$ cat config.mk
export PLATFORM = sky130hd
export DESIGN_NAME = morse_code_keyer_top
export DESIGN_NICKNAME = d
export VERILOG_FILES = /design/src/hw/rtl/mck_pkg.sv /design/src/hw/rtl/mck_seq.sv /design/src/hw/rtl/morse_code_keyer_top.sv
export SDC_FILE = /design/constraint.sdc
export NUM_CORES = 1
export LEC_CHECK = 0
export BUFFER_PORTS_ARGS = -buffer_cell sky130_fd_sc_hd__buf_4
export CORE_AREA = 3 3 126 128
export DETAILED_ROUTE_END_ITERATION = 6
export DIE_AREA = 0 0 129 131
export PLACE_DENSITY = 0.49
export SYNTH_ARGS = -nofsm -noshare
export SYNTH_HDL_FRONTEND = slang
export SYNTH_SLANG_ARGS = --single-unit
$ cat constraint.sdc
create_clock -name clk -period 7.2 [get_ports clk]
set_clock_uncertainty 0.2 [all_clocks]
set_input_delay 1.44 -clock clk [delete_from_list [all_inputs] [get_ports clk]]
set_output_delay 1.44 -clock clk [all_outputs]
set_load 0.01 [all_outputs]
$ cat src/hw/rtl/mck_pkg.sv
// Shared types, microcode store and Morse code table for the Morse keyer.
package mck_pkg;

  localparam logic [7:0] CharSpace = 8'h20;
  localparam logic [15:0] UnitLenReset = 16'd100;

  typedef struct packed {
    logic       command;
    logic [7:0] char_code;
  } in_t;

  typedef struct packed {
    logic        key_level;
    logic [2:0]  units;
    logic [18:0] duration;
    logic        last_of_run;
  } out_t;

  typedef struct packed {
    logic       valid;
    logic       key_level;
    logic [2:0] units;
    logic       last_of_run;
  } emit_t;

  typedef struct packed {
    logic [3:0] len;
    logic [7:0] pat;
  } code_t;

  typedef logic [2:0] upc_t;

  localparam upc_t PcIdle    = 3'd0;
  localparam upc_t PcOn      = 3'd1;
  localparam upc_t PcOff     = 3'd2;
  localparam upc_t PcGap     = 3'd3;
  localparam upc_t PcEomWord = 3'd4;
  localparam upc_t PcEom     = 3'd5;
  localparam upc_t PcSpace   = 3'd6;

  typedef enum logic [1:0] {
    JMP_NEXT,
    JMP_LOOP,
    JMP_END
  } jmp_t;

  typedef struct packed {
    logic       emit;
    logic       key_level;
    logic       dash_sel;
    logic [2:0] units;
    logic       last_of_run;
    logic       elem_step;
    logic       wo_set;
    logic       wo_clr;
    jmp_t       jmp;
    upc_t       target;
  } uword_t;

  function automatic uword_t ucode_rom(input upc_t pc);
    uword_t w;
    w = '{emit: 1'b0, key_level: 1'b0, dash_sel: 1'b0, units: 3'd0, last_of_run: 1'b0,
          elem_step: 1'b0, wo_set: 1'b0, wo_clr: 1'b0, jmp: JMP_END, target: PcIdle};
    case (pc)
      PcOn: begin
        w.emit = 1'b1; w.key_level = 1'b1; w.dash_sel = 1'b1; w.units = 3'd1;
        w.jmp = JMP_NEXT;
      end
      PcOff: begin
        w.emit = 1'b1; w.units = 3'd1; w.elem_step = 1'b1;
        w.jmp = JMP_LOOP; w.target = PcOn;
      end
      PcGap: begin
        w.emit = 1'b1; w.units = 3'd2; w.last_of_run = 1'b1; w.wo_set = 1'b1;
      end
      PcEomWord: begin
        w.emit = 1'b1; w.units = 3'd4; w.jmp = JMP_NEXT;
      end
      PcEom: begin
        w.emit = 1'b1; w.units = 3'd6; w.last_of_run = 1'b1; w.wo_clr = 1'b1;
      end
      PcSpace: begin
        w.emit = 1'b1; w.units = 3'd4; w.last_of_run = 1'b1; w.wo_clr = 1'b1;
      end
      default: ;
    endcase
    return w;
  endfunction

  // pat: first element in bit 7, 1 = dash
  function automatic code_t code_lookup(input logic [7:0] ch);
    logic [7:0] c;
    code_t r;
    c = ch;
    if (ch >= 8'h61 && ch <= 8'h7A) begin
      c = ch - 8'h20;
    end
    case (c)
      8'h41: r = '{4'd2, 8'b01000000};
      8'h42: r = '{4'd4, 8'b10000000};
      8'h43: r = '{4'd4, 8'b10100000};
      8'h44: r = '{4'd3, 8'b10000000};
      8'h45: r = '{4'd1, 8'b00000000};
      8'h46: r = '{4'd4, 8'b00100000};
      8'h47: r = '{4'd3, 8'b11000000};
      8'h48: r = '{4'd4, 8'b00000000};
      8'h49: r = '{4'd2, 8'b00000000};
      8'h4A: r = '{4'd4, 8'b01110000};
      8'h4B: r = '{4'd3, 8'b10100000};
      8'h4C: r = '{4'd4, 8'b01000000};
      8'h4D: r = '{4'd2, 8'b11000000};
      8'h4E: r = '{4'd2, 8'b10000000};
      8'h4F: r = '{4'd3, 8'b11100000};
      8'h50: r = '{4'd4, 8'b01100000};
      8'h51: r = '{4'd4, 8'b11010000};
      8'h52: r = '{4'd3, 8'b01000000};
      8'h53: r = '{4'd3, 8'b00000000};
      8'h54: r = '{4'd1, 8'b10000000};
      8'h55: r = '{4'd3, 8'b00100000};
      8'h56: r = '{4'd4, 8'b00010000};
      8'h57: r = '{4'd3, 8'b01100000};
      8'h58: r = '{4'd4, 8'b10010000};
      8'h59: r = '{4'd4, 8'b10110000};
      8'h5A: r = '{4'd4, 8'b11000000};
      8'h30: r = '{4'd5, 8'b11111000};
      8'h31: r = '{4'd5, 8'b01111000};
      8'h32: r = '{4'd5, 8'b00111000};
      8'h33: r = '{4'd5, 8'b00011000};
      8'h34: r = '{4'd5, 8'b00001000};
      8'h35: r = '{4'd5, 8'b00000000};
      8'h36: r = '{4'd5, 8'b10000000};
      8'h37: r = '{4'd5, 8'b11000000};
      8'h38: r = '{4'd5, 8'b11100000};
      8'h39: r = '{4'd5, 8'b11110000};
      8'h2E: r = '{4'd6, 8'b01010100};
      8'h2C: r = '{4'd6, 8'b11001100};
      8'h3F: r = '{4'd6, 8'b00110000};
      8'h27: r = '{4'd6, 8'b01111000};
      8'h21: r = '{4'd6, 8'b10101100};
      8'h2F: r = '{4'd5, 8'b10010000};
      8'h28: r = '{4'd5, 8'b10110000};
      8'h29: r = '{4'd6, 8'b10110100};
      8'h26: r = '{4'd5, 8'b01000000};
      8'h3A: r = '{4'd6, 8'b11100000};
      8'h3B: r = '{4'd6, 8'b10101000};
      8'h3D: r = '{4'd5, 8'b10001000};
      8'h2B: r = '{4'd5, 8'b01010000};
      8'h2D: r = '{4'd6, 8'b10000100};
      8'h5F: r = '{4'd6, 8'b00110100};
      8'h22: r = '{4'd6, 8'b01001000};
      8'h24: r = '{4'd7, 8'b00010010};
      8'h40: r = '{4'd6, 8'b01101000};
      default: r = '{4'd8, 8'b00000000};
    endcase
    return r;
  endfunction

endpackage

$ cat src/hw/rtl/mck_seq.sv
// Microcoded sequencer: dispatch, step counter, element registers and word state.
module mck_seq
  import mck_pkg::*;
(
  input  logic  clk,
  input  logic  rst_n,
  input  logic  start,
  input  in_t   in_data,
  input  logic  hold,
  output logic  busy,
  output emit_t emit
);

  upc_t       pc_r, pc_nxt;
  logic [3:0] cnt_r, cnt_nxt;
  logic [7:0] pat_r, pat_nxt;
  logic       word_open_r, word_open_nxt;
  uword_t     uw;
  code_t      code;
  logic       advance;

  assign uw      = ucode_rom(pc_r);
  assign code    = code_lookup(in_data.char_code);
  assign busy    = (pc_r != PcIdle);
  assign advance = !(uw.emit && hold);

  always_comb begin
    emit.valid       = uw.emit;
    emit.key_level   = uw.key_level;
    emit.units       = (uw.dash_sel && pat_r[7]) ? 3'd3 : uw.units;
    emit.last_of_run = uw.last_of_run;
  end

  always_comb begin
    pc_nxt        = pc_r;
    cnt_nxt       = cnt_r;
    pat_nxt       = pat_r;
    word_open_nxt = word_open_r;
    if (pc_r == PcIdle) begin
      if (start) begin
        if (in_data.command) begin
          pc_nxt = word_open_r ? PcEomWord : PcEom;
        end else if (in_data.char_code == CharSpace) begin
          pc_nxt = word_open_r ? PcSpace : PcIdle;
        end else begin
          pc_nxt  = PcOn;
          cnt_nxt = code.len;
          pat_nxt = code.pat;
        end
      end
    end else if (advance) begin
      if (uw.elem_step) begin
        cnt_nxt = cnt_r - 4'd1;
        pat_nxt = {pat_r[6:0], 1'b0};
      end
      if (uw.wo_set) begin
        word_open_nxt = 1'b1;
      end
      if (uw.wo_clr) begin
        word_open_nxt = 1'b0;
      end
      case (uw.jmp)
        JMP_NEXT: pc_nxt = pc_r + 3'd1;
        JMP_LOOP: pc_nxt = (cnt_r != 4'd1) ? uw.target : pc_r + 3'd1;
        JMP_END:  pc_nxt = PcIdle;
        default:  pc_nxt = PcIdle;
      endcase
    end
  end

  always_ff @(posedge clk) begin
    if (!rst_n) begin
      pc_r        <= PcIdle;
      word_open_r <= 1'b0;
    end else begin
      pc_r        <= pc_nxt;
      word_open_r <= word_open_nxt;
    end
    cnt_r <= cnt_nxt;
    pat_r <= pat_nxt;
  end

  a_hold_pc: assert property (@(posedge clk) disable iff (!rst_n)
    uw.emit && hold |=> $stable(pc_r))
    else $error("step advanced while output held");

  a_cnt_live: assert property (@(posedge clk) disable iff (!rst_n)
    (pc_r == PcOn || pc_r == PcOff) |-> cnt_r != 4'd0)
    else $error("element loop with no elements left");

  a_gap_opens: assert property (@(posedge clk) disable iff (!rst_n)
    pc_r == PcGap && !hold |=> word_open_r && pc_r == PcIdle)
    else $error("character gap did not open word");

  a_eom_closes: assert property (@(posedge clk) disable iff (!rst_n)
    pc_r == PcEom && !hold |=> !word_open_r)
    else $error("end of message left word open");

endmodule

$ cat src/hw/rtl/morse_code_keyer_top.sv
// Top level of the Morse keyer: config register, sequencer and output register.
//
// Input channel in_valid/in_stall/in_data carries one transaction per character
// byte or end-of-message command. Output channel out_valid/out_stall/out_data
// gives one transaction per timed key interval; last_of_run marks the final
// one for an input transaction. cfg_we/cfg_wdata set the dot unit length.
//
// in_stall is high while the sequencer runs a transaction. A character with
// n elements gives 2n+1 results, and the next transaction can be accepted in
// the cycle after its last result is loaded into the output register. The
// sequencer emits one result per microcode step and waits on a step while
// the output is stalled. The first result is registered at out_valid after
// the sequencer has left idle for its first step.
//
// Reset (rst_n low, synchronous) returns the sequencer to idle, closes the
// word and sets the unit length to 100. When the receiver stalls, the output
// register holds and the sequencer waits on its current step.
module morse_code_keyer_top
  import mck_pkg::*;
(
  input  logic        clk,
  input  logic        rst_n,
  input  logic        in_valid,
  output logic        in_stall,
  input  in_t         in_data,
  output logic        out_valid,
  input  logic        out_stall,
  output out_t        out_data,
  input  logic        cfg_we,
  input  logic [15:0] cfg_wdata
);

  logic [15:0] unit_len_r;
  logic        out_valid_r, out_valid_nxt;
  out_t        out_data_r, out_data_nxt;
  logic        busy;
  logic        hold;
  logic        load;
  emit_t       emit;

  assign hold = out_valid_r && out_stall;

  mck_seq u_seq (
    .clk     (clk),
    .rst_n   (rst_n),
    .start   (in_valid),
    .in_data (in_data),
    .hold    (hold),
    .busy    (busy),
    .emit    (emit)
  );

  assign in_stall = busy;
  assign load     = emit.valid && !hold;

  always_comb begin
    out_valid_nxt = out_valid_r && out_stall;
    out_data_nxt  = out_data_r;
    if (load) begin
      out_valid_nxt            = 1'b1;
      out_data_nxt.key_level   = emit.key_level;
      out_data_nxt.units       = emit.units;
      out_data_nxt.duration    = 19'(emit.units) * 19'(unit_len_r);
      out_data_nxt.last_of_run = emit.last_of_run;
    end
  end

  always_ff @(posedge clk) begin
    if (!rst_n) begin
      unit_len_r  <= UnitLenReset;
      out_valid_r <= 1'b0;
    end else begin
      if (cfg_we) begin
        unit_len_r <= cfg_wdata;
      end
      out_valid_r <= out_valid_nxt;
    end
    out_data_r <= out_data_nxt;
  end

  assign out_valid = out_valid_r;
  assign out_data  = out_data_r;

endmodule
# ---- Word-level counts from Yosys, hierarchy flattened
# Memory sizes are Yosys's and may differ from the RTL's.
# Index checks and enable logic that the tools add are counted.
dict set report word_totals {
  reg_bits 57
  mem_bits_ro 1408
  ramBits 0
  out_inout_bits 26
  latchBits 0
  n_memories 1
  word_cells 88
}
# memory words width read_ports rd_clocked_by_memory_dff write_ports line_no
set memory_table {}
lappend memory_table {{(no name shown)} 128 11 1 0 0 mck_pkg.sv:98} ;# case (c)
dict set report classes {
  div_mod_pow 0
  add_sub_neg 3
  reduce_logical 20
  order_cmp 2
  n_bitwise 2
  multipliers 1
  shift 0
  eq_ne 13
  n_mux 36
}
# op count
set op_table {}
lappend op_table {{$mux 8} 7}
lappend op_table {{$mux 3} 8}
lappend op_table {{$mux 4} 6}
lappend op_table {{$mul 3x16->19} 1}
lappend op_table {{$mux 12} 1}
lappend op_table {{$pmux 3 s4} 1}
lappend op_table {{$mux 1} 10}
lappend op_table {{$eq 3x3->1 const B} 3}
lappend op_table {{$eq 8x6->1 const B} 1}
lappend op_table {{$ge 8x7->1 const B} 1}
lappend op_table {{$le 8x7->1 const B} 1}
lappend op_table {{$ne 2x2->1 const B} 4}
lappend op_table {{$reduce_or 2->1} 4}
lappend op_table {{$sub 8x6->8 const B} 1}
lappend op_table {{$eq 3x2->1 const B} 2}
lappend op_table {{$pmux 3 s2} 1}
lappend op_table {{$reduce_or 6->1} 1}
lappend op_table {{$logic_and 1x1->1} 5}
lappend op_table {{$reduce_and 5->1} 1}
lappend op_table {{$ne 4x1->1 const B} 1}
lappend op_table {{$pmux 2 s2} 1}
lappend op_table {{$reduce_bool 2->1} 2}
lappend op_table {{$sub 4x1->4 const B} 1}
lappend op_table {{$add 3x1->3 const B} 1}
lappend op_table {{other kinds (11)} 12}

# ---- Depth between registers and ports, before layout
# Gate-level depths: netlist of run 1.
# An unclocked memory read counts as a cell.
dict set report logic_depth {
  word_depth 9
  ltp_mapped 17
}

# ---- By module
# From an unflattened synthesis of run 1, not the netlist that was laid out.
dict set report unflattened {
  hier_cells 523
  hier_area_um2 4643.2
}
# mod n_inst area_each_um2 cells_per_inst
set by_module_without_submodules {}
lappend by_module_without_submodules {morse_code_keyer_top 1 2695.1 272}
lappend by_module_without_submodules {mck_seq 1 1948.1 251}

# ---- Least setup slack after synthesis of run 1
# No wires, ideal clock.
dict set report synth_path {
  path_type {register -> register}
  start {reg u_seq.pc_r[0]}
  end {reg out_data_r (netlist bit out_data[18]) (data pin)}
  setup_slack_ns 3.381
  arrival_time_ns 3.357
  stages_incl_launch_ff 17
  synth_period_minus_slack_ns 3.819
  setup_time_ns 0.262
  t_required_ns 6.738
  path_cell_list {dfxtp_1 > inv_1 > ha_1 > buf_2 > nor3_1 > nor2_1 > clkbuf_1 > nand2_1 > fa_1 > inv_1 > ha_1 > a21oi_1 > nor2_1 > o211ai_1 > a211o_1 > o221ai_1 > mux2_1}
}
# item line_no
set synth_rtl {}
lappend synth_rtl {{start: declaration} mck_seq.sv:14} ;# upc_t pc_r, pc_nxt;
lappend synth_rtl {{start signal: assignment} mck_seq.sv:73} ;# pc_r <= PcIdle;
lappend synth_rtl {{start signal: assignment} mck_seq.sv:76} ;# pc_r <= pc_nxt;
lappend synth_rtl {{end signal: assignment} morse_code_keyer_top.sv:78} ;# out_data_r <= out_data_nxt;
lappend synth_rtl {{end: declaration} morse_code_keyer_top.sv:35} ;# out_t out_data_r, out_data_nxt;

# ---- Worst setup path after layout of run 1
dict set report layout_path {
  start {reg u_seq.pc_r[0]}
  end {reg out_data_r (netlist bit out_data[19]) (data pin)}
}
dict set report layout_between {
  elab_chain_cells 5
  word_cells_on_any_way 13
  cone_classes {mul (1); eq/ne (6); mux (3); reduce/logical (3)}
}
# item line_no
set layout_rtl {}
lappend layout_rtl {{$eq 3x3->1, or another cell as far along} mck_pkg.sv:64} ;# case (pc)
lappend layout_rtl {{$reduce_or 2->1 (no line) / $mux 2 (equally long branches)} -}
lappend layout_rtl {{$pmux 3 s4 / $logic_and 1x1->1 (equally long branches)} {mck_pkg.sv:64, mck_seq.sv:30}}
lappend layout_rtl {{$mux 3 *} mck_seq.sv:30} ;# emit.units = (uw.dash_sel && pat_r[7]) ? 3'd3 : uw.units;
lappend layout_rtl {{$mul 3x16->19 *} morse_code_keyer_top.sv:63} ;# out_data_nxt.duration = 19'(emit.units) * 19'(unit_len_r);
# Mark *: on every way between the ends. The rest lies on a longest branch, timed or not.
# A chain may end at the register's enable or synchronous reset.

==> metrics.csv, run 1 <==
stage;metric;value;unit
floorplanning;Die ar.;0.0169;mm2
yosys;Synth Instances;522;
timing;post-route worst setup slack;2.54;ns
yosys;Mapped Area;0.00458;mm2
drt;Routed WL;11300;um
worst_setup_path;WP data required;7.05;ns
timing;Hold Vio Cnt, Final;0;
worst_setup_path;Reg2Reg Setup Slack;2.54;ns
worst_setup_path;CP Launch Point;u_seq.pc_r[0]$_SDFFE_PN0P_;
pwr;Max rail drop VDD;134;uV
floorplanning;Placeable Area;0.0150;mm2
timing;Worst Tran Pin Value;1.12;ns
yosys;Synth cell types;65;
worst_setup_path;CP Class;flip-flop to flip-flop;
drt;DRT Pass-1 Iters;5;
worst_hold_path;Hold Path Class;flip-flop to flip-flop;
worst_setup_path;worst r2r dst;out_data[19]$_DFFE_PP_;
yosys;Post-Syn Nets;605;
grt;gr usage total;13.7;%
pwr;Power Density;308;mW/mm2
clock_tree;CTS HTree Levels;2;
timing;Max Slew Vio Count;0;
clock_tree;post-CTS sizing;0;
floorplanning;chip width;129;um
clock_tree;clk slew on worst S/H paths;0.07;ns
worst_setup_path;RR Startpoint;u_seq.pc_r[0]$_SDFFE_PN0P_;
pwr;P_leak;2.27;nW
worst_setup_path;Worst setup EP type;flip-flop;
worst_setup_path;Worst Reg-to-Reg Cells;14;
floorplanning;io pins;56;
placement;DP Worst Slack;2.57;ns
floorplanning;die height;131;um
timing;RSZ-0062 raised after global routing;no;
timing;crit path time final;4.66;ns
floorplanning;Std-Cell Rows;45;
grt;global-route wire length before repair;18700;um
grt;vias in the first global route;3712;
placement;Placed Cells;744;
placement;Port Buffers;55;
yosys;mean post-synth cell area;8.77;um2
cells_and_area;area delta synth->final;15.4;%
clock_tree;cts bufs inserted;5;
flow_run;Max-Cap Viols;0;
grt;initial antenna violation count;0;
yosys;Post-synth top flop;edfxtp_1;
status;status;complete, no violations;
worst_setup_path;worst setup path endpoint;out_data[19]$_DFFE_PP_;
cells_and_area;fraction of layout cells with a size suffix above 1;14.2;%
clock_tree;Post-CTS Setup Bufs;0;
clock_tree;clk root buf;clkbuf_16;
grt;largest net degree at the start of global routing;36;
drt;drt wl/cell;15.0;um
drt;Vias/cell;5.14;
worst_setup_path;Worst Path Arrival;4.52;ns
clock_tree;clock latency on the worst-skew pair;0.30;ns
cells_and_area;# diodes;0;
floorplanning;effective utilization at floorplan;30.6;%
placement;GPL Wtd Cong;0.878;
drt;DR iter-0 viols;216;
timing;FMAX;214;MHz
clock_tree;CTS tree;done;
timing;hold_ws;0.280;ns
yosys;proportion of synthesized chip area in sequential cells;32.1;%
yosys;async set or reset register ratio after synthesis;0;%
yosys;register bit total from synthesis;56;
timing;Slew HR;25.6;%
timing;TNS Setup;0;ns
clock_tree;clock buffer depth;2;
worst_setup_path;critical path launch point type;flip-flop;
placement;placed wire-length estimate;8470;um
grt;Congestion Overflow GR;0;
cells_and_area;Finished Layout Cells;752;
drt;ANT nets after route;0;
clock_tree;cts hold-fix bufs;0;
timing;final cycle utilization of the critical path;64.8;%
clock_tree;Sink Count;56;
cells_and_area;Nets;646;
yosys;Ys Warns;0;
drt;DRC viols;0;
worst_setup_path;CP Max Fanout;17;
drt;vias;3869;
yosys;Post-synth EDFFs;35;
timing;Setup violations, final;0;
-- report_power, final --
| group | internal [mW] | switching [mW] |
|---|---|---|
| registers | 0.511 | 0.0548 |
| logic | 0.320 | 0.486 |
| clock network | 0.132 | 0.124 |
-- per-layer routing --
metal  routed length [um]  vias to the layer above  track usage (%)
met5                    0                        -                0
met1                 5500                     1831             19.8
met3                  646                        9             2.44
met2                 5000                      121             21.5
met4                  111                        0             3.15
li1                     -                     1908                -
-- flip-flops by register name, indices dropped and copies added (netlist names) --
register           count
out_data              24
out_valid              1
u_seq.cnt_r            4
u_seq.pat_r            7
u_seq.pc_r             3
u_seq.word_open_r      1
unit_len_r            16
-- cell usage after synthesis (5+ instances only) --
library cell,count,area share [%]
nand2_1,64,5.2
nor2_1,53,4.3
a21oi_1,42,4.6
inv_1,41,3.4
ha_1,38,10
edfxtp_1,35,23
dfxtp_1,21,9.2
and2_1,20,2.7
mux2i_1,18,3.9
a211oi_1,17,2.8
o21ai_0,17,1.9
fa_1,15,6.6
clkbuf_1,13,1.1
xnor2_1,12,2.3
nor3_1,10,1.1
nand2b_1,8,1.1
a21o_1,7,1.1
nand3_1,7,0.77
o221ai_1,7,1.3
a31oi_1,6,0.82
buf_2,5,0.55
-- critical path, stage by stage (launching register included) --
cell and delay (ns):
dfxtp_1 0.37, inv_1 0.12, ha_1 0.33, nor3_1 0.10, nor2_1 0.78, and2_1 0.26, fa_1 0.40, ha_1 0.25
fa_1 0.41, a21oi_1 0.22, o221ai_1 0.25, a21oi_1 0.29, a31oi_1 0.16, o21ai_0 0.18, a21oi_1 0.08
-- worst min path at each step --
| stage | start | to | depth (start not counted) |
|---|---|---|---|
| after global placement | u_seq.word_open_r$_SDFFE_PN0P_ | u_seq.word_open_r$_SDFFE_PN0P_ | 2 |
| final | u_seq.word_open_r$_SDFFE_PN0P_ | u_seq.word_open_r$_SDFFE_PN0P_ | 2 |
| after detailed placement | u_seq.word_open_r$_SDFFE_PN0P_ | u_seq.word_open_r$_SDFFE_PN0P_ | 2 |
| after global routing | u_seq.word_open_r$_SDFFE_PN0P_ | u_seq.word_open_r$_SDFFE_PN0P_ | 2 |
| after floorplan | u_seq.word_open_r$_SDFFE_PN0P_ | u_seq.word_open_r$_SDFFE_PN0P_ | 2 |
| after CTS | u_seq.word_open_r$_SDFFE_PN0P_ | u_seq.word_open_r$_SDFFE_PN0P_ | 2 |
-- per-stage QoR --
step	utilization, %	cell area [um2]	total power [mW]
2_1_floorplan	-	4580	1.10
3_3_place_gp	34.3	5130	1.38
3_5_place_dp	34.3	5130	1.39
4_1_cts	35.3	5280	1.65
5_1_grt	35.3	5280	1.77
6_report	35.3	5280	1.63
-- layout by cell type (no fill, tap or decap), types with 5 or more instances in the layout --
cell type,Yosys,routed
fa_1,15,15
o21ai_0,17,17
nand3_1,7,7
a211oi_1,17,17
inv_1,41,41
ha_1,38,38
buf_4,1,56
nand2_1,64,64
a21o_1,7,7
nor3_1,10,10
edfxtp_1,35,35
a31oi_1,6,6
xnor2_1,12,12
and2_1,20,20
o221ai_1,7,7
clkbuf_16,0,5
a21oi_1,42,41
dfxtp_1,21,21
mux2i_1,18,18
nand2b_1,8,8
nor2_1,53,53
-- cells by family (layout without fill, tap and decap cells) --
group	count (synthesis)	in the layout	synth area share [%]
buffers and inverters	69	111	6.34
adders and majority gates	53	53	16.9
AOI/OAI and AO/OA	124	124	17.9
DFF	56	56	32.1
and+or+nand+nor	184	184	18.9
muxes	21	21	4.92
xor gates and xnor gates	15	15	2.87
-- layout make-up --
cell class | count | area, um2
clock buffer | 5 | 125
clock inverter | 3 | 26.3
fill | 1551 | 9700
inverter | 47 | 183
multi-input combinational | 397 | 2820
sequential | 56 | 1470
tap | 188 | 235
timing repair buffer | 56 | 420
Power figures use the tool's default switching activity.
==> run 2: changes to the inputs <==
==> constraint.sdc (replaced) <==
create_clock -name clk -period 4.35 [get_ports clk]
set_clock_uncertainty 0.2 [all_clocks]
set_input_delay 0.87 -clock clk [delete_from_list [all_inputs] [get_ports clk]]
set_output_delay 0.87 -clock clk [all_outputs]
set_load 0.01 [all_outputs]
==> run 2 against run 1 <==
Against the previous run:
- total power up 72%
- worst setup slack lost 2.2 ns
- first-iteration DRC count increased by 8.3%
- sequential power is 64% higher
- register-to-register slack worse by 2.2 ns
- wire length decreased by 0.24%
- hold slack improved by 0.017 ns
- critical path depth stayed put
- flip-flop and latch count did not move
- global-route usage fell by 0.18 points
- count of clock-buffer cells in the layout up 2
- critical path type unchanged
==> metrics.csv, run 2 (same netlist as run 1, synthesis figures left out) <==
stage;metric;value;unit
status;status;complete, no violations;
floorplanning;io pins;56;
timing;Hold Vio Cnt, Final;0;
pwr;Power Density;522;mW/mm2
timing;final cycle utilization of the critical path;92.8;%
drt;Routed WL;11200;um
cells_and_area;fraction of layout cells with a size suffix above 1;15.4;%
timing;crit path time final;4.04;ns
timing;RSZ-0062 raised after global routing;no;
timing;Max Slew Vio Count;0;
clock_tree;Post-CTS Setup Bufs;0;
timing;Setup violations, final;0;
worst_setup_path;Worst Path Arrival;3.89;ns
floorplanning;effective utilization at floorplan;30.6;%
grt;Congestion Overflow GR;0;
floorplanning;Die ar.;0.0169;mm2
cells_and_area;Filler cells;1547;
worst_setup_path;CP Class;flip-flop to flip-flop;
cells_and_area;most frequent cells in the layout;64 x nand2_1, 62 x buf_4, 52 x nor2_1;
timing;TNS Setup;0;ns
grt;global-route wire length before repair;18700;um
placement;Port Buffers;55;
cells_and_area;number of flip-flops in the largest register;24;
floorplanning;chip width;129;um
pwr;Max rail drop VDD;218;uV
clock_tree;clock latency on the worst-skew pair;0.29;ns
worst_setup_path;Worst setup EP type;flip-flop;
cells_and_area;commonest non-fill, non-tap cell in the layout;nand2_1;
cells_and_area;Nets;652;
drt;DR iter-0 viols;234;
drt;DRC viols;0;
worst_setup_path;CP Max Fanout;11;
drt;Vias/cell;5.09;
drt;drt wl/cell;14.8;um
worst_setup_path;critical path launch point type;flip-flop;
placement;GPL Wtd Cong;0.874;
grt;largest net degree at the start of global routing;36;
flow_run;Max-Cap Viols;0;
cells_and_area;# diodes;0;
clock_tree;CTS HTree Levels;2;
clock_tree;cts bufs inserted;5;
cells_and_area;area delta synth->final;17.2;%
floorplanning;Std-Cell Rows;45;
drt;DRT Pass-1 Iters;4;
drt;vias;3862;
worst_setup_path;WP data required;4.20;ns
cells_and_area;fin area;0.00537;mm2
placement;dpl cell area;0.00517;mm2
pwr;P_leak;2.32;nW
timing;Slew HR;66.3;%
cells_and_area;area of the multi-input gates;0.00283;mm2
clock_tree;clk slew on worst S/H paths;0.07;ns
grt;vias in the first global route;3747;
worst_hold_path;Hold Path Class;flip-flop to flip-flop;
clock_tree;cts hold-fix bufs;0;
cells_and_area;Storage cell area;0.00147;mm2
grt;initial antenna violation count;0;
timing;Worst Tran Pin Value;0.502;ns
floorplanning;die height;131;um
clock_tree;clk root buf;clkbuf_16;
clock_tree;CTS tree;done;
floorplanning;Placeable Area;0.0150;mm2
grt;gr usage total;13.5;%
drt;ANT nets after route;0;
clock_tree;clock buffer depth;2;
placement;placed wire-length estimate;8620;um
clock_tree;Sink Count;56;
timing;FMAX;248;MHz
-- run 2: cell count changes in the layout (fill, tap and decap cells not counted), sizes merged --
cell      previous run  this run
clkbuf               5         7
bufinv               0         1
buf                 56        62
clkinvlp             2         0
inv                 45        44
-- run 2: critical path, stage by stage, from the launching register on --
cell and delay [ns]:
dfxtp_2 0.36, inv_1 0.11, ha_1 0.28, nor2_1 0.11, nor2_1 0.35, buf_4 0.26
nand2_1 0.09, fa_1 0.48, inv_1 0.04, ha_1 0.36, and2_1 0.19, o211ai_1 0.15
a211o_1 0.33, o221ai_1 0.13, mux2_1 0.35
-- run 2: report_power, final --
part	total [mW]	switching [mW]	internal (mW)
registers	0.926	0.0806	0.846
clock network	0.501	0.194	0.308
logic	1.38	0.812	0.563
-- run 2: timing repair --
action | in CTS | in global routing
hold endpoints to repair | 0 | 0
gates resized for setup | 0 | 4
setup endpoints to repair | 0 | 3
-- run 2: per-layer routing --
metal	vias to the layer above	track usage (%)	wire, um
li1	1924	-	-
met1	1845	18.8	5430
met2	83	22.3	5220
met3	10	1.91	429
met4	0	3.46	142
met5	-	0	0
-- run 2: through the flow --
stage / power (mW) / instances / utilization, % / hold WS, ns / worst slack (ns)
after CTS: 2.85 / 758 / 35.8 / 0.295 / 0.263
after global routing: 3.04 / 758 / 35.8 / 0.319 / 0.0544
final: 2.80 / 758 / 35.8 / 0.296 / 0.311
after detailed placement: 2.33 / 750 / 34.6 / 0.282 / 0.275
after floorplan: 1.82 / 522 / - / 0.237 / 0.531
after global placement: 2.31 / 750 / 34.6 / 0.277 / 0.359
-- run 2: area by class of cell --
class / count / area share, %
clock buffers: 7 / 2.87
multi-input cells: 397 / 52.7
inverters: 47 / 3.40
clock inverters: 1 / 0.560
flip-flops and latches: 56 / 27.4
repair buffers: 62 / 8.67
well taps: 188 / 4.38
-- run 2: final timing paths --
path / start / to / slack, ns / depth (start not counted)
max: u_seq.pc_r[0]$_SDFFE_PN0P_ / out_data[18]$_DFFE_PP_ / 0.31 / 14
min: u_seq.word_open_r$_SDFFE_PN0P_ / u_seq.word_open_r$_SDFFE_PN0P_ / 0.30 / 2
max reg2reg: u_seq.pc_r[0]$_SDFFE_PN0P_ / out_data[18]$_DFFE_PP_ / 0.31 / 14
min reg2reg: u_seq.word_open_r$_SDFFE_PN0P_ / u_seq.word_open_r$_SDFFE_PN0P_ / 0.30 / 2
==> run 3: changes to the inputs <==
--- a/config.mk
+++ b/config.mk
@@ -9,6 +9,7 @@
 export CORE_AREA = 3 3 126 128
 export DETAILED_ROUTE_END_ITERATION = 6
 export DIE_AREA = 0 0 129 131
+export MAX_ROUTING_LAYER = met4
 export PLACE_DENSITY = 0.49
 export SYNTH_ARGS = -nofsm -noshare
 export SYNTH_HDL_FRONTEND = slang
==> run 3 against run 2 <==
Against the previous run:
- die area did not move
- maximum frequency grew 0.27%
- non-clock buffer count is the same
- combinational power hardly changed
- flip-flop and latch count did not move
- total power barely moved
- count of clock-buffer cells in the layout unchanged
- first-iteration DRC count rose by 2.1%
- critical path type unchanged
- critical endpoint unchanged
- largest cell class unchanged
==> metrics.csv, run 3 (same netlist as run 1, synthesis figures left out) <==
stage;metric;value;unit
worst_setup_path;RR Startpoint;u_seq.pc_r[0]$_SDFFE_PN0P_;
cells_and_area;number of flip-flops in the largest register;24;
floorplanning;effective utilization at floorplan;30.6;%
clock_tree;clock latency on the worst-skew pair;0.29;ns
timing;FMAX;248;MHz
timing;Setup violations, final;0;
grt;vias in the first global route;3750;
clock_tree;clock buffer depth;2;
cells_and_area;area delta synth->final;17.2;%
cells_and_area;commonest non-fill, non-tap cell in the layout;nand2_1;
clock_tree;post-CTS sizing;0;
timing;final cycle utilization of the critical path;92.6;%
drt;vias;3872;
worst_setup_path;CP Launch Point;u_seq.pc_r[0]$_SDFFE_PN0P_;
placement;Port Buffers;55;
floorplanning;chip width;129;um
drt;ANT nets after route;0;
floorplanning;Placeable Area;0.0150;mm2
timing;RSZ-0062 raised after global routing;no;
grt;largest net degree at the start of global routing;36;
drt;Max Used Layer;met4;
timing;Slew HR;66.2;%
floorplanning;io pins;56;
pwr;Max rail drop VDD;217;uV
clock_tree;CTS tree;done;
grt;gr usage total;13.9;%
worst_setup_path;CP Class;flip-flop to flip-flop;
grt;global-route wire length before repair;18700;um
placement;GPL Wtd Cong;0.888;
worst_setup_path;critical path launch point type;flip-flop;
worst_setup_path;Worst setup EP type;flip-flop;
drt;DRT Pass-1 Iters;5;
placement;placed wire-length estimate;8620;um
cells_and_area;fraction of layout cells with a size suffix above 1;15.4;%
status;status;complete, no violations;
flow_run;Max-Cap Viols;0;
clock_tree;Post-CTS Setup Bufs;0;
drt;Vias/cell;5.11;
worst_setup_path;worst setup path endpoint;out_data[18]$_DFFE_PP_;
drt;DRC viols;0;
worst_hold_path;Hold Path Class;flip-flop to flip-flop;
floorplanning;die height;131;um
worst_setup_path;Reg2Reg Setup Slack;0.32;ns
drt;DRT met1 WL;5430;um
clock_tree;CTS HTree Levels;2;
cells_and_area;most frequent cells in the layout;64 x nand2_1, 62 x buf_4, 52 x nor2_1;
clock_tree;clk slew on worst S/H paths;0.07;ns
timing;Max Slew Vio Count;0;
timing;hold_ws;0.296;ns
cells_and_area;Nets;652;
drt;Routed WL;11300;um
worst_setup_path;Worst Path Arrival;3.88;ns
cells_and_area;# diodes;0;
grt;initial antenna violation count;0;
timing;post-route worst setup slack;0.322;ns
timing;TNS Setup;0;ns
timing;crit path time final;4.03;ns
clock_tree;cts bufs inserted;5;
clock_tree;clk root buf;clkbuf_16;
timing;Worst Tran Pin Value;0.504;ns
clock_tree;cts hold-fix bufs;0;
drt;DR iter-0 viols;239;
timing;Hold Vio Cnt, Final;0;
pwr;P_leak;2.32;nW
pwr;Power Density;522;mW/mm2
worst_setup_path;CP Max Fanout;11;
worst_setup_path;Worst Reg-to-Reg Cells;14;
placement;DP Worst Slack;0.275;ns
worst_setup_path;worst r2r dst;out_data[18]$_DFFE_PP_;
worst_hold_path;WHS Path Cells;2;
worst_setup_path;WP data required;4.20;ns
clock_tree;Sink Count;56;
drt;WL met2;5210;um
floorplanning;Std-Cell Rows;45;
floorplanning;Die ar.;0.0169;mm2
drt;drt wl/cell;14.8;um
pwr;Total Power;2.80;mW
drt;met3 WL post-DR;467;um
grt;Congestion Overflow GR;0;
## run 3: cell counts in the layout (fill, tap and decap cells not counted)
Identical to the previous run, type by type.
## run 3: metal layers
metal | vias to the layer above | track usage [%]
li1 | 1926 | -
met1 | 1849 | 18.8
met2 | 88 | 22.3
met3 | 9 | 1.71
met4 | 0 | 3.46
met5 | - | -
## run 3: how the worst min path moves through the flow
| stage | from | to |
|---|---|---|
| after floorplan | u_seq.word_open_r$_SDFFE_PN0P_ | u_seq.word_open_r$_SDFFE_PN0P_ |
| after global placement | u_seq.word_open_r$_SDFFE_PN0P_ | u_seq.word_open_r$_SDFFE_PN0P_ |
| after detailed placement | u_seq.word_open_r$_SDFFE_PN0P_ | u_seq.word_open_r$_SDFFE_PN0P_ |
| after CTS | u_seq.word_open_r$_SDFFE_PN0P_ | u_seq.word_open_r$_SDFFE_PN0P_ |
| after global routing | u_seq.word_open_r$_SDFFE_PN0P_ | u_seq.word_open_r$_SDFFE_PN0P_ |
| final | u_seq.word_open_r$_SDFFE_PN0P_ | u_seq.word_open_r$_SDFFE_PN0P_ |
## run 3: cell type report
| cell class | count | area [um2] |
|---|---|---|
| Tap cell | 188 | 235 |
| Timing Repair Buffer | 62 | 465 |
| Sequential cell | 56 | 1470 |
| Clock inverter | 1 | 30.0 |
| Fill cell | 1547 | 9610 |
| Inverter | 47 | 183 |
| Multi-Input combinational cell | 397 | 2830 |
| Clock buffer | 7 | 154 |
## run 3: per-stage QoR
step | std cells | utilization, % | area, um2
after CTS | 758 | 35.8 | 5360
final | 758 | 35.8 | 5370
after global placement | 750 | 34.6 | 5170
after global routing | 758 | 35.8 | 5370
after floorplan | 522 | - | 4580
after detailed placement | 750 | 34.6 | 5170
## run 3: worst max-delay path, stage by stage (launching register included)
cell and delay, ns:
dfxtp_2 0.36, inv_1 0.10, ha_1 0.28, nor2_1 0.11, nor2_1 0.34, buf_4 0.26
nand2_1 0.08, fa_1 0.48, inv_1 0.04, ha_1 0.36, and2_1 0.19, o211ai_1 0.15
a211o_1 0.33, o221ai_1 0.13, mux2_1 0.35
## run 3: report_power, final
part	total [mW]	switching (mW)	internal (mW)
registers	0.927	0.0810	0.846
logic	1.38	0.813	0.563
clock network	0.500	0.192	0.308
total	2.80	1.09	1.72
